## config.mk

```make
export PLATFORM = sky130hd
export DESIGN_NAME = filled_circle_pixel_generator_core
export DESIGN_NICKNAME = d
export VERILOG_FILES = /design/src/rtl/fcpg_pkg.sv /design/src/rtl/filled_circle_pixel_generator_core.sv /design/src/rtl/fcpg_front.sv /design/src/rtl/fcpg_queue.sv /design/src/rtl/fcpg_back.sv
export SDC_FILE = /design/constraint.sdc
export NUM_CORES = 1
export LEC_CHECK = 0
export ABC_AREA = 1
export BUFFER_PORTS_ARGS = -buffer_cell sky130_fd_sc_hd__buf_2
export CAP_MARGIN = 0
export CORE_AREA = 2 2 246 248
export CTS_CLUSTER_SIZE = 20
export DETAILED_ROUTE_END_ITERATION = 16
export DIE_AREA = 0 0 248 250
export GPL_TIMING_DRIVEN = 0
export PLACE_DENSITY = 0.81
export SYNTH_ARGS = -nofsm -noshare
export SYNTH_HDL_FRONTEND = slang
export SYNTH_SLANG_ARGS = --single-unit
```

## constraint.sdc

```tcl
create_clock -name clk -period 7.11 [get_ports clk]
set_input_delay 0.711 -clock clk [delete_from_list [all_inputs] [get_ports clk]]
set_output_delay 0.711 -clock clk [all_outputs]
set_load 0.005 [all_outputs]
```

## src/rtl/fcpg_pkg.sv

```systemverilog
`default_nettype none

package fcpg_pkg;

    // Screen defaults and sizing
    localparam int DEF_SCREEN_WIDTH  = 240;
    localparam int DEF_SCREEN_HEIGHT = 320;
    localparam int DEF_QUEUE_DEPTH   = 4;

    localparam int COORD_W   = 9;
    localparam int COLOR_W   = 16;
    localparam int RADIUS_W  = 8;
    localparam int CLIP_W    = 18;
    localparam int CFG_IDX_W = 8;
    localparam int CFG_DAT_W = 18;
    localparam int DELTA_W   = COORD_W + 1;
    localparam int SQ_W      = 2 * COORD_W;
    localparam int R2_W      = 2 * RADIUS_W;
    localparam int OUT_DAT_W = 40;

    // Register indexes
    localparam logic [CFG_IDX_W-1:0] REG_CENTER_X  = 8'd0;
    localparam logic [CFG_IDX_W-1:0] REG_CENTER_Y  = 8'd1;
    localparam logic [CFG_IDX_W-1:0] REG_RADIUS    = 8'd2;
    localparam logic [CFG_IDX_W-1:0] REG_FILL      = 8'd3;
    localparam logic [CFG_IDX_W-1:0] REG_BACK      = 8'd4;
    localparam logic [CFG_IDX_W-1:0] REG_MODE      = 8'd5;
    localparam logic [CFG_IDX_W-1:0] REG_CLIP_COLS = 8'd6;
    localparam logic [CFG_IDX_W-1:0] REG_CLIP_ROWS = 8'd7;
    localparam logic [CFG_IDX_W-1:0] NUM_REGS      = 8'd8;

    // Fill modes
    localparam logic [1:0] MODE_NORMAL  = 2'd0;
    localparam logic [1:0] MODE_INVERSE = 2'd1;
    localparam logic [1:0] MODE_FULL    = 2'd2;
    localparam logic [1:0] MODE_NONE    = 2'd3;

    typedef struct packed {
        logic [COORD_W-1:0]  center_x;
        logic [COORD_W-1:0]  center_y;
        logic [RADIUS_W-1:0] radius;
        logic [COLOR_W-1:0]  fill_color;
        logic [COLOR_W-1:0]  outer_color;
        logic [1:0]          fill_mode;
        logic [CLIP_W-1:0]   clip_columns;
        logic [CLIP_W-1:0]   clip_rows;
    } cfg_t;

    typedef struct packed {
        logic [COORD_W-1:0] x0;
        logic [COORD_W-1:0] x1;
        logic [COORD_W-1:0] y0;
        logic [COORD_W-1:0] y1;
    } win_t;

    typedef struct packed {
        logic [COORD_W-1:0]        x;
        logic [COORD_W-1:0]        y;
        logic signed [DELTA_W-1:0] dx;
        logic signed [DELTA_W-1:0] dy;
        logic [COLOR_W-1:0]        old;
        logic                      last;
    } item_t;

endpackage

`default_nettype wire

```

## src/rtl/filled_circle_pixel_generator_core.sv

```systemverilog
// An accepted input transaction is written to the queue, then registered by the squaring
// stage (stage A) and by the compare stage output register; m_axis stalls back up the queue.
// Throughput: one pixel per clock unless stalled, a transaction per back-end stage per cycle.
// After each configuration write, s_axis_tready drops for one cycle while the window reloads.
// Reset: rst_n clears the queue and the back end; registers take their reset values, the scan
// starts at the top left pixel of the clipped window, and settle_reg holds s_axis_tready low.
`default_nettype none

module filled_circle_pixel_generator_core
    import fcpg_pkg::*;
#(
    parameter int SCREEN_WIDTH  = DEF_SCREEN_WIDTH,
    parameter int SCREEN_HEIGHT = DEF_SCREEN_HEIGHT,
    parameter int QUEUE_DEPTH   = DEF_QUEUE_DEPTH
)
(
    input  wire logic                  clk,
    input  wire logic                  rst_n,
    input  wire logic                  cfg_valid,
    output logic                       cfg_ready,
    input  wire logic [CFG_IDX_W-1:0]  cfg_index,
    input  wire logic [CFG_DAT_W-1:0]  cfg_data,
    input  wire logic                  s_axis_tvalid,
    output logic                       s_axis_tready,
    // old_pixel[15:0]
    input  wire logic [COLOR_W-1:0]    s_axis_tdata,
    output logic                       m_axis_tvalid,
    input  wire logic                  m_axis_tready,
    // pixel_x[8:0], pixel_y[17:9], pixel_color[33:18], inside_res[34], zero[39:35]
    output logic [OUT_DAT_W-1:0]       m_axis_tdata,
    // last_of_shape
    output logic                       m_axis_tlast
);

    cfg_t                cfg_reg;
    win_t                win_reg, win_next;
    logic                settle_reg;
    logic                cfg_we;
    logic                push, q_full, q_not_empty, pop;
    item_t               push_item, pop_item;
    logic [COORD_W-1:0]  out_x, out_y;
    logic [COLOR_W-1:0]  out_color;
    logic                out_inside;
    logic signed [DELTA_W:0] lo_x, lo_y;
    logic [DELTA_W-1:0]  hi_x, hi_y;

    assign cfg_ready     = 1'b1;
    assign cfg_we        = cfg_valid && (cfg_index < NUM_REGS);
    assign s_axis_tready = !settle_reg && !q_full;

    // Configuration registers
    always_ff @(posedge clk or negedge rst_n)
    begin
        if (!rst_n)
        begin
            cfg_reg              <= '0;
            cfg_reg.clip_columns <= {COORD_W'(SCREEN_WIDTH - 1), {COORD_W{1'b0}}};
            cfg_reg.clip_rows    <= {COORD_W'(SCREEN_HEIGHT - 1), {COORD_W{1'b0}}};
            settle_reg           <= 1'b1;
        end
        else
        begin
            settle_reg <= cfg_valid && cfg_ready;
            if (cfg_valid)
            begin
                case (cfg_index)
                    REG_CENTER_X:  cfg_reg.center_x     <= cfg_data[COORD_W-1:0];
                    REG_CENTER_Y:  cfg_reg.center_y     <= cfg_data[COORD_W-1:0];
                    REG_RADIUS:    cfg_reg.radius       <= cfg_data[RADIUS_W-1:0];
                    REG_FILL:      cfg_reg.fill_color   <= cfg_data[COLOR_W-1:0];
                    REG_BACK:      cfg_reg.outer_color  <= cfg_data[COLOR_W-1:0];
                    REG_MODE:      cfg_reg.fill_mode    <= cfg_data[1:0];
                    REG_CLIP_COLS: cfg_reg.clip_columns <= cfg_data[CLIP_W-1:0];
                    REG_CLIP_ROWS: cfg_reg.clip_rows    <= cfg_data[CLIP_W-1:0];
                    default:       ;
                endcase
            end
        end
    end

    // Clip the bounding box to the margins
    always_comb
    begin
        lo_x = $signed({2'b0, cfg_reg.center_x}) - $signed({3'b0, cfg_reg.radius});
        lo_y = $signed({2'b0, cfg_reg.center_y}) - $signed({3'b0, cfg_reg.radius});
        hi_x = {1'b0, cfg_reg.center_x} + {2'b0, cfg_reg.radius};
        hi_y = {1'b0, cfg_reg.center_y} + {2'b0, cfg_reg.radius};
        if (lo_x < $signed({2'b0, cfg_reg.clip_columns[COORD_W-1:0]}))
            win_next.x0 = cfg_reg.clip_columns[COORD_W-1:0];
        else
            win_next.x0 = lo_x[COORD_W-1:0];
        if (lo_y < $signed({2'b0, cfg_reg.clip_rows[COORD_W-1:0]}))
            win_next.y0 = cfg_reg.clip_rows[COORD_W-1:0];
        else
            win_next.y0 = lo_y[COORD_W-1:0];
        if (hi_x > {1'b0, cfg_reg.clip_columns[CLIP_W-1:COORD_W]})
            win_next.x1 = cfg_reg.clip_columns[CLIP_W-1:COORD_W];
        else
            win_next.x1 = hi_x[COORD_W-1:0];
        if (hi_y > {1'b0, cfg_reg.clip_rows[CLIP_W-1:COORD_W]})
            win_next.y1 = cfg_reg.clip_rows[CLIP_W-1:COORD_W];
        else
            win_next.y1 = hi_y[COORD_W-1:0];
    end

    always_ff @(posedge clk)
    begin
        win_reg <= win_next;
    end

    fcpg_front u_front
    (
        .clk       (clk),
        .rst_n     (rst_n),
        .cfg       (cfg_reg),
        .win       (win_reg),
        .restart   (cfg_we),
        .in_valid  (s_axis_tvalid),
        .in_ready  (s_axis_tready),
        .old_pixel (s_axis_tdata),
        .push      (push),
        .push_item (push_item)
    );

    fcpg_queue #(
        .DEPTH (QUEUE_DEPTH)
    ) u_queue
    (
        .clk       (clk),
        .rst_n     (rst_n),
        .push      (push),
        .push_item (push_item),
        .full      (q_full),
        .not_empty (q_not_empty),
        .pop       (pop),
        .pop_item  (pop_item)
    );

    fcpg_back u_back
    (
        .clk        (clk),
        .rst_n      (rst_n),
        .cfg        (cfg_reg),
        .q_valid    (q_not_empty),
        .q_item     (pop_item),
        .pop        (pop),
        .out_valid  (m_axis_tvalid),
        .out_ready  (m_axis_tready),
        .out_x      (out_x),
        .out_y      (out_y),
        .out_color  (out_color),
        .out_inside (out_inside),
        .out_last   (m_axis_tlast)
    );

    // Pack the result transaction
    assign m_axis_tdata = {5'b0, out_inside, out_color, out_y, out_x};

endmodule

`default_nettype wire

```

## src/rtl/fcpg_front.sv

```systemverilog
`default_nettype none

module fcpg_front
    import fcpg_pkg::*;
(
    input  wire logic  clk,
    input  wire logic  rst_n,
    input  wire cfg_t  cfg,
    input  wire win_t  win,
    input  wire logic  restart,
    input  wire logic  in_valid,
    input  wire logic  in_ready,
    input  wire logic [COLOR_W-1:0] old_pixel,
    output logic       push,
    output item_t      push_item
);

    logic [COORD_W-1:0] scan_col_reg, scan_col_next;
    logic [COORD_W-1:0] scan_row_reg, scan_row_next;
    logic               restart_reg, restart_next;
    logic [COORD_W-1:0] cur_x, cur_y;
    logic               drawing;
    logic               accept;

    // Classify: drawing only with a live mode and a non-empty window
    assign drawing = (cfg.fill_mode != MODE_NONE) && (win.x0 <= win.x1) && (win.y0 <= win.y1);
    assign accept  = in_valid && in_ready;
    assign push    = accept && drawing;

    // Pick the current position, snapping back to the window start
    always_comb
    begin
        if (restart_reg || scan_col_reg < win.x0 || scan_col_reg > win.x1)
            cur_x = win.x0;
        else
            cur_x = scan_col_reg;
        if (restart_reg || scan_row_reg < win.y0 || scan_row_reg > win.y1)
            cur_y = win.y0;
        else
            cur_y = scan_row_reg;
    end

    // Build the item for the back end
    always_comb
    begin
        push_item.x    = cur_x;
        push_item.y    = cur_y;
        push_item.dx   = $signed({1'b0, cur_x}) - $signed({1'b0, cfg.center_x});
        push_item.dy   = $signed({1'b0, cur_y}) - $signed({1'b0, cfg.center_y});
        push_item.old  = old_pixel;
        push_item.last = (cur_x == win.x1) && (cur_y == win.y1);
    end

    // Advance the scan x inner, y outer, wrapping at the last pixel
    always_comb
    begin
        scan_col_next = scan_col_reg;
        scan_row_next = scan_row_reg;
        restart_next  = restart_reg || restart;
        if (push)
        begin
            restart_next = 1'b0;
            if (cur_x == win.x1)
            begin
                scan_col_next = win.x0;
                scan_row_next = (cur_y == win.y1) ? win.y0 : cur_y + 1'b1;
            end
            else
            begin
                scan_col_next = cur_x + 1'b1;
                scan_row_next = cur_y;
            end
        end
        if (restart)
            restart_next = 1'b1;
    end

    always_ff @(posedge clk or negedge rst_n)
    begin
        if (!rst_n)
        begin
            scan_col_reg <= '0;
            scan_row_reg <= '0;
            restart_reg  <= 1'b1;
        end
        else
        begin
            scan_col_reg <= scan_col_next;
            scan_row_reg <= scan_row_next;
            restart_reg  <= restart_next;
        end
    end

endmodule

`default_nettype wire

```

## src/rtl/fcpg_queue.sv

```systemverilog
`default_nettype none

module fcpg_queue
    import fcpg_pkg::*;
#(
    parameter int DEPTH = DEF_QUEUE_DEPTH
)
(
    input  wire logic  clk,
    input  wire logic  rst_n,
    input  wire logic  push,
    input  wire item_t push_item,
    output logic       full,
    output logic       not_empty,
    input  wire logic  pop,
    output item_t      pop_item
);

    localparam int PTR_W = (DEPTH > 1) ? $clog2(DEPTH) : 1;
    localparam int CNT_W = $clog2(DEPTH + 1);

    item_t            mem [DEPTH];
    logic [PTR_W-1:0] wr_ptr_reg, wr_ptr_next;
    logic [PTR_W-1:0] rd_ptr_reg, rd_ptr_next;
    logic [CNT_W-1:0] count_reg, count_next;

    assign full      = (count_reg == CNT_W'(DEPTH));
    assign not_empty = (count_reg != '0);
    assign pop_item  = mem[rd_ptr_reg];

    // Advance pointers and fill count
    always_comb
    begin
        wr_ptr_next = wr_ptr_reg;
        rd_ptr_next = rd_ptr_reg;
        if (push)
            wr_ptr_next = (wr_ptr_reg == PTR_W'(DEPTH - 1)) ? '0 : wr_ptr_reg + 1'b1;
        if (pop)
            rd_ptr_next = (rd_ptr_reg == PTR_W'(DEPTH - 1)) ? '0 : rd_ptr_reg + 1'b1;
        count_next = count_reg + CNT_W'(push) - CNT_W'(pop);
    end

    always_ff @(posedge clk or negedge rst_n)
    begin
        if (!rst_n)
        begin
            wr_ptr_reg <= '0;
            rd_ptr_reg <= '0;
            count_reg  <= '0;
        end
        else
        begin
            wr_ptr_reg <= wr_ptr_next;
            rd_ptr_reg <= rd_ptr_next;
            count_reg  <= count_next;
        end
    end

    // Store the pushed transaction
    always_ff @(posedge clk)
    begin
        if (push)
            mem[wr_ptr_reg] <= push_item;
    end

    a_no_overflow : assert property (@(posedge clk) disable iff (!rst_n)
        push |-> (count_reg < CNT_W'(DEPTH)))
        else $error("queue pushed while full");
    a_no_underflow : assert property (@(posedge clk) disable iff (!rst_n)
        pop |-> (count_reg != '0))
        else $error("queue popped while empty");
    a_count_track : assert property (@(posedge clk) disable iff (!rst_n)
        (push && !pop) |=> (count_reg == $past(count_reg) + 1'b1))
        else $error("queue count did not grow on push");

endmodule

`default_nettype wire

```

## src/rtl/fcpg_back.sv

```systemverilog
`default_nettype none

module fcpg_back
    import fcpg_pkg::*;
(
    input  wire logic  clk,
    input  wire logic  rst_n,
    input  wire cfg_t  cfg,
    input  wire logic  q_valid,
    input  wire item_t q_item,
    output logic       pop,
    output logic       out_valid,
    input  wire logic  out_ready,
    output logic [COORD_W-1:0] out_x,
    output logic [COORD_W-1:0] out_y,
    output logic [COLOR_W-1:0] out_color,
    output logic       out_inside,
    output logic       out_last
);

    logic [R2_W-1:0]    r2_reg;
    logic               a_valid_reg, a_valid_next;
    item_t              a_item_reg;
    logic [SQ_W-1:0]    a_dx2_reg, a_dy2_reg;
    logic               b_valid_reg, b_valid_next;
    logic               b_load, a_adv;
    logic [SQ_W:0]      dist2;
    logic               in_circle;
    logic [COLOR_W-1:0] color;

    assign b_load = !b_valid_reg || out_ready;
    assign a_adv  = !a_valid_reg || b_load;
    assign pop    = q_valid && a_adv;

    // Square the radius once per cycle
    always_ff @(posedge clk)
    begin
        r2_reg <= cfg.radius * cfg.radius;
    end

    // Stage A: square the deltas
    always_ff @(posedge clk)
    begin
        if (pop)
        begin
            a_item_reg <= q_item;
            a_dx2_reg  <= SQ_W'(q_item.dx * q_item.dx);
            a_dy2_reg  <= SQ_W'(q_item.dy * q_item.dy);
        end
    end

    // Stage B: compare and choose the color
    assign dist2     = {1'b0, a_dx2_reg} + {1'b0, a_dy2_reg};
    assign in_circle = dist2 < {{(SQ_W + 1 - R2_W){1'b0}}, r2_reg};

    always_comb
    begin
        case (cfg.fill_mode)
            MODE_NORMAL:  color = in_circle ? cfg.fill_color : a_item_reg.old;
            MODE_INVERSE: color = in_circle ? ~a_item_reg.old : a_item_reg.old;
            default:      color = in_circle ? cfg.fill_color : cfg.outer_color;
        endcase
    end

    always_ff @(posedge clk)
    begin
        if (a_valid_reg && b_load)
        begin
            out_x      <= a_item_reg.x;
            out_y      <= a_item_reg.y;
            out_color  <= color;
            out_inside <= in_circle;
            out_last   <= a_item_reg.last;
        end
    end

    // Hold or advance the stage valids
    always_comb
    begin
        a_valid_next = a_adv ? q_valid : a_valid_reg;
        b_valid_next = b_load ? a_valid_reg : b_valid_reg;
    end

    always_ff @(posedge clk or negedge rst_n)
    begin
        if (!rst_n)
        begin
            a_valid_reg <= 1'b0;
            b_valid_reg <= 1'b0;
        end
        else
        begin
            a_valid_reg <= a_valid_next;
            b_valid_reg <= b_valid_next;
        end
    end

    assign out_valid = b_valid_reg;

    a_inside_needs_radius : assert property (@(posedge clk) disable iff (!rst_n)
        (a_valid_reg && in_circle) |-> (r2_reg != '0))
        else $error("pixel inside a circle of zero radius");
    a_stage_a_kept : assert property (@(posedge clk) disable iff (!rst_n)
        (a_valid_reg && !b_load) |=> a_valid_reg)
        else $error("stage A transaction lost under stall");
    a_pop_only_with_data : assert property (@(posedge clk) disable iff (!rst_n)
        pop |-> q_valid)
        else $error("pop without queued transaction");

endmodule

`default_nettype wire
```

======== Yosys cells after proc, flatten, opt, wreduce, memory -nomap -nowiden ========
Memory sizes are Yosys's and may differ from the RTL's.
Cells that the tools add are included.
storage, ports and cells
  register bits ........................... 284
  latch bits .............................. 0
  RAM bits ................................ 220
  memory bits (read-only) ................. 0
  output and inout port bits .............. 44
  memories kept ........................... 1
memories
  memory       depth  width  rd ports  clocked after memory_dff  write ports  line              text
  u_queue.mem  4      55     1         0                         1            fcpg_queue.sv:22  item_t mem [DEPTH];
operators by class
  $add $sub $neg .......................... 13
  $mul .................................... 3
  divide/modulo/power cells ............... 0
  order comparisons ....................... 12
  eq/ne operators ......................... 14
  shift operators ......................... 0
  mux-type cells .......................... 19
  bitwise gates (word level) .............. 1
  reductions and logical operators ........ 31
operators with widths
  operator                                                          number
  9-bit 2-to-1 mux                                                  9
  16-bit 2-to-1 mux                                                 3
  10-bit by 10-bit multiplier with 18-bit output                    2
  8-bit by 3-bit == test with 1-bit output (second input constant)  4
  16-bit one-hot mux with 2 select lines                            1
  9-bit by 8-bit adder with 10-bit output                           2
  10-bit by 9-bit greater-than comparator with 1-bit output         2
  10-bit less-than comparator                                       2
  9-bit by 8-bit subtractor with 10-bit output                      2
  9-bit by 9-bit subtractor with 10-bit output                      2
  18-bit by 18-bit adder with 19-bit output                         1
  19-bit by 16-bit less-than comparator with 1-bit output           1
  9-bit by 1-bit adder with 9-bit output (second input constant)    2
  9-bit == test                                                     2
  9-bit greater-than comparator                                     2
  9-bit <= comparator                                               2
  9-bit less-than comparator                                        2
  8-bit by 2-bit == test with 1-bit output (second input constant)  2
  8-bit by 8-bit multiplier with 16-bit output                      1
  16-bit inverter                                                   1
  2-bit AND reduction                                               8
  1-bit logical AND                                                 9
  8-bit by 1-bit == test with 1-bit output (second input constant)  1
  8-bit logical NOT                                                 1
  other kinds (14)                                                  29

======== Logic depth before layout (Yosys ltp) ========
  depth after elaboration ................. 7
  mapped depth ............................ 33
  gate-level depth less buffers ........... 29

======== By module ========
Synthesis repeated with hierarchy kept, for this count alone.
unflattened totals
  cell total of the unflattened synthesis .. 4,182
  area total of the unflattened synthesis .. 35,630.4 um2
modules (own cells, without submodules)
  module                              times used  cells each  area each (um2)  sequential area each (um2)
  fcpg_back                           1           1,605       13,975.9         3,503.4
  fcpg_queue                          1           912         9,638.0          6,781.5
  filled_circle_pixel_generator_core  1           931         7,534.7          3,166.8
  fcpg_front                          1           734         4,481.8          476.7

======== Least setup slack after synthesis ========
OpenSTA, ideal clock, no wires.
  path kind ............................... register to register
  start point ............................. register u_queue.rd_ptr_reg[0]
  end point ............................... register u_back.a_dy2_reg[17] (data pin)
  setup time .............................. 0.262 ns
  arrival time ............................ 5.974 ns
  slack ................................... 0.874 ns
  stages on the path, launching flop included .. 32
  period minus slack after synthesis ...... 6.236 ns
  cell sequence ........................... dfrtp_1 > inv_1 > buf_2 > buf_2 > buf_2 > nand2_1 > a32oi_1 > inv_1 > clkbuf_1 > nor2_1 > inv_1 > fa_1 > fa_1 > inv_1 > fa_1 > fa_1 > inv_1 > fa_1 > inv_1 > ha_1 > nand2_1 > inv_1 > nand4_1 > o211ai_1 > nand2_1 > nand2_1 > a21oi_1 > o21ai_0 > nand2_1 > nand2_1 > a21oi_1 > xor2_1
on the way
  cells in the longest elaborated chain, start to end .. 2
ends and longest elaborated chain
  item                                            line              text
  from (decl)                                     fcpg_queue.sv:24  logic [PTR_W-1:0] rd_ptr_reg, rd_ptr_next;
  from (signal assigned)                          fcpg_queue.sv:54  rd_ptr_reg <= rd_ptr_next;
  memory read 4 x 55 bit                          n/a
  10-bit by 10-bit multiplier with 18-bit output  fcpg_back.sv:48   a_dy2_reg <= SQ_W'(q_item.dy * q_item.dy);
  to (signal assigned)                            fcpg_back.sv:48
  to (decl)                                       fcpg_back.sv:24   logic [SQ_W-1:0] a_dx2_reg, a_dy2_reg;
Every way passes these cells.
A chain may end at the register's enable or synchronous reset.

======== Worst setup path in the final report ========
  start point ............................. register u_queue.rd_ptr_reg[0]
  end point ............................... register u_back.a_dx2_reg[17] (data pin)
on the way
  cells in the longest elaborated chain, start to end .. 2
ends and longest elaborated chain
  item                                            line             text
  memory read 4 x 55 bit                          n/a
  10-bit by 10-bit multiplier with 18-bit output  fcpg_back.sv:47  a_dx2_reg <= SQ_W'(q_item.dx * q_item.dx);
  to (signal assigned)                            fcpg_back.sv:47
  to (decl)                                       fcpg_back.sv:24
Every way passes these cells.

==> results.cfg <==
[outcome]
outcome = finished clean

[synth]
synth_area_leaders = edfxtp_1 (30%), ha_1 (11%), fa_1 (11%)
syn_area_um2 = 32820
synthFlopType = edfxtp_1
avgSynthCellArea_um2 = 9.380
ys_ff_latch = 501
synth-edff-count = 325
synth_async_sr_flop_share_pct = 24.95
postSynthCellCount = 3499
ys.warnings.count = 0
ys_seq_area_share_pct = 42.44
yosys.cell_types.count = 57
yosysTopAreaCell = edfxtp_1
synth_top_area_share_pct = 29.74

[routing]
route.detailed.drc = 0
wire_per_inst_um = 18.62
vias = 25050
dr.first_iter.drc_count = 2443
drt_first_pass_iters = 6
ant_nets = 0
via_per_inst = 5.598
wl_um = 83340

[grt]
overflow = 0
first_global_vias = 24690
grt.total_usage_pct = 26.84
grt_first_pass_wirelength_um = 128700
antenna_found_initial = 2
grt_max_degree = 101

[sta]
rsz0062_at_grt = true
finalSetupViolCount = 0
finalClockSkew_ns = 0.06170
period_minus_slack_ns = 6.933
min_period_over_period_pct = 97.51
final-hold-violation-count = 0
worst_hold_slack_ns = 0.1809
max_freq_ghz = 0.1442
worstMarginPinSlew_ns = 0.9755
drv_slew = 0
relSlewSlack_pct = 34.96

[clock_network]
clkTransAtPathRegs_ns = 0.07
insertion_delay_ns = 0.64
h-tree-depth = 2
cts_tree = built
cts.path.max_buffers = 3
numCtsBuffers = 51
clkSinkCount = 501
root_buffer = clkbuf_16

[setup_path]
crit_path_end_kind = flip-flop
critical-path-slowest-cell = fa_1
crit_arrival_ns = 7.31
slowest_delay_ns = 0.54
critPathTopFamily = adder cells
start_kind = flip-flop
critPathBufInv = 8
worstPathRequired_ns = 7.48
crit_fanout = 10
crit_type = reg2reg

[finish]
num-nets-final = 4168
drive_gt1_share_pct = 8.451
syn2layout_area_growth_pct = 10.76
num-fill-cells = 4694
mostFrequentLayoutCells = nand2_1 (684), inv_1 (600), edfxtp_1 (325)
final_common_cell = nand2_1
seqCellArea_um2 = 13930
finish.instance_area_um2 = 36350
fin_util_pct = 61.03
largest_reg_flops = 220
multi_input_area_um2 = 16300
finalNonFillerCells = 4475

[hold_path]
hold_class = in2reg

[floorplan]
die_y_um = 250
design.core.area_um2 = 59570
die_width_um = 248
placementRows = 90
ios = 91
initial_utilization_pct = 55.10
dieArea_um2 = 62000

[run]
maxCapViolCount = 0

[place]
dp.cells = 4378
port_buffers = 84
hpwlAfterDp_um = 61450
place.gp.congestion = 0.9363
placed_cell_area_um2 = 34490
[cells by family after synthesis]
family | count (synthesis) | synth area share [%]
AO/OA/AOI/OAI | 542 | 9.069
XOR/XNOR | 127 | 3.389
adder cells (fa/ha/maj) | 469 | 21.95
buffers and inverters | 714 | 8.555
flip-flops | 501 | 42.44
other | 2 | 0.02288
AND/OR/NAND/NOR | 1144 | 14.57
[through the flow]
| stage | TNS (ns) | setup slack [ns] |
|---|---|---|
| detailed placement | -1.272 | -0.3750 |
| global placement | -0.8967 | -0.2374 |
| global route | -0.2772 | -0.1578 |
| finish | 0 | 0.1771 |
| floorplan | 0 | 0.8737 |
| CTS | 0 | 0.009909 |
[Yosys cell counts, types with 8 or more instances]
library cell,n
nor3_1,10
buf_6,9
nand3_1,123
buf_4,11
nand2_2,21
buf_2,15
dfxtp_1,51
fa_1,178
o21bai_1,18
ha_1,291
nand2_1,684
a21oi_1,155
o21ai_1,17
o21ai_0,260
nand3b_1,8
dfrtp_1,109
edfxtp_1,325
xor2_1,94
inv_1,602
o22ai_1,38
a32oi_1,17
clkbuf_1,64
nor2_1,242
nor2_2,8
nand4_1,22
xnor2_1,33
dfstp_2,16
[cell type report]
cell class                 instances  share of cell area (%)
clock buffer                      62                   3.679
buffer                           103                   1.504
tap                              782                   2.692
clock inverter                    31                  0.7882
sequential                       501                   38.31
timing repair buffer              98                   1.862
antenna                            1                0.006884
inverter                         609                   6.302
multi-input combinational       2288                   44.85
[routing by layer]
metal / vias to the layer above / routed length, um / GRT usage (%)
met5: - / 0 / 0
met4: 0 / 4500 / 13.09
met3: 236 / 6581 / 4.172
met2: 1054 / 40280 / 44.45
met1: 12130 / 31970 / 34.30
li1: 11640 / - / -
[path summary, 6_finish.rpt]
path                                       start                     to  slack, ns  cells past startpoint
setup / recovery           u_queue.rd_ptr_reg[0]   u_back.a_dx2_reg[17]       0.18                     25
hold / removal                         cfg_valid             settle_reg       0.18                      1
setup reg to reg           u_queue.rd_ptr_reg[0]   u_back.a_dx2_reg[17]       0.18                     25
hold reg to reg            u_back.a_item_reg[39]        u_back.out_y[2]       0.42                      0
max in group asynchronous                  rst_n            cfg_reg[57]       5.75                      3
min in group asynchronous                  rst_n  u_queue.rd_ptr_reg[1]       0.51                      2
[repair_timing]
action / 4_1_cts / 5_1_grt
hold endpoints to repair: 23 / 0
gates resized for setup: 16 / 37
endpoints found under the setup margin: 9 / 10
pin swaps: 0 / 3
setup buffers: 0 / 4
hold buffers: 1 / 0
Power is left out: the tool's default activity adds up to more than one toggle a clock period on the data nets, which glitch-free logic cannot reach.
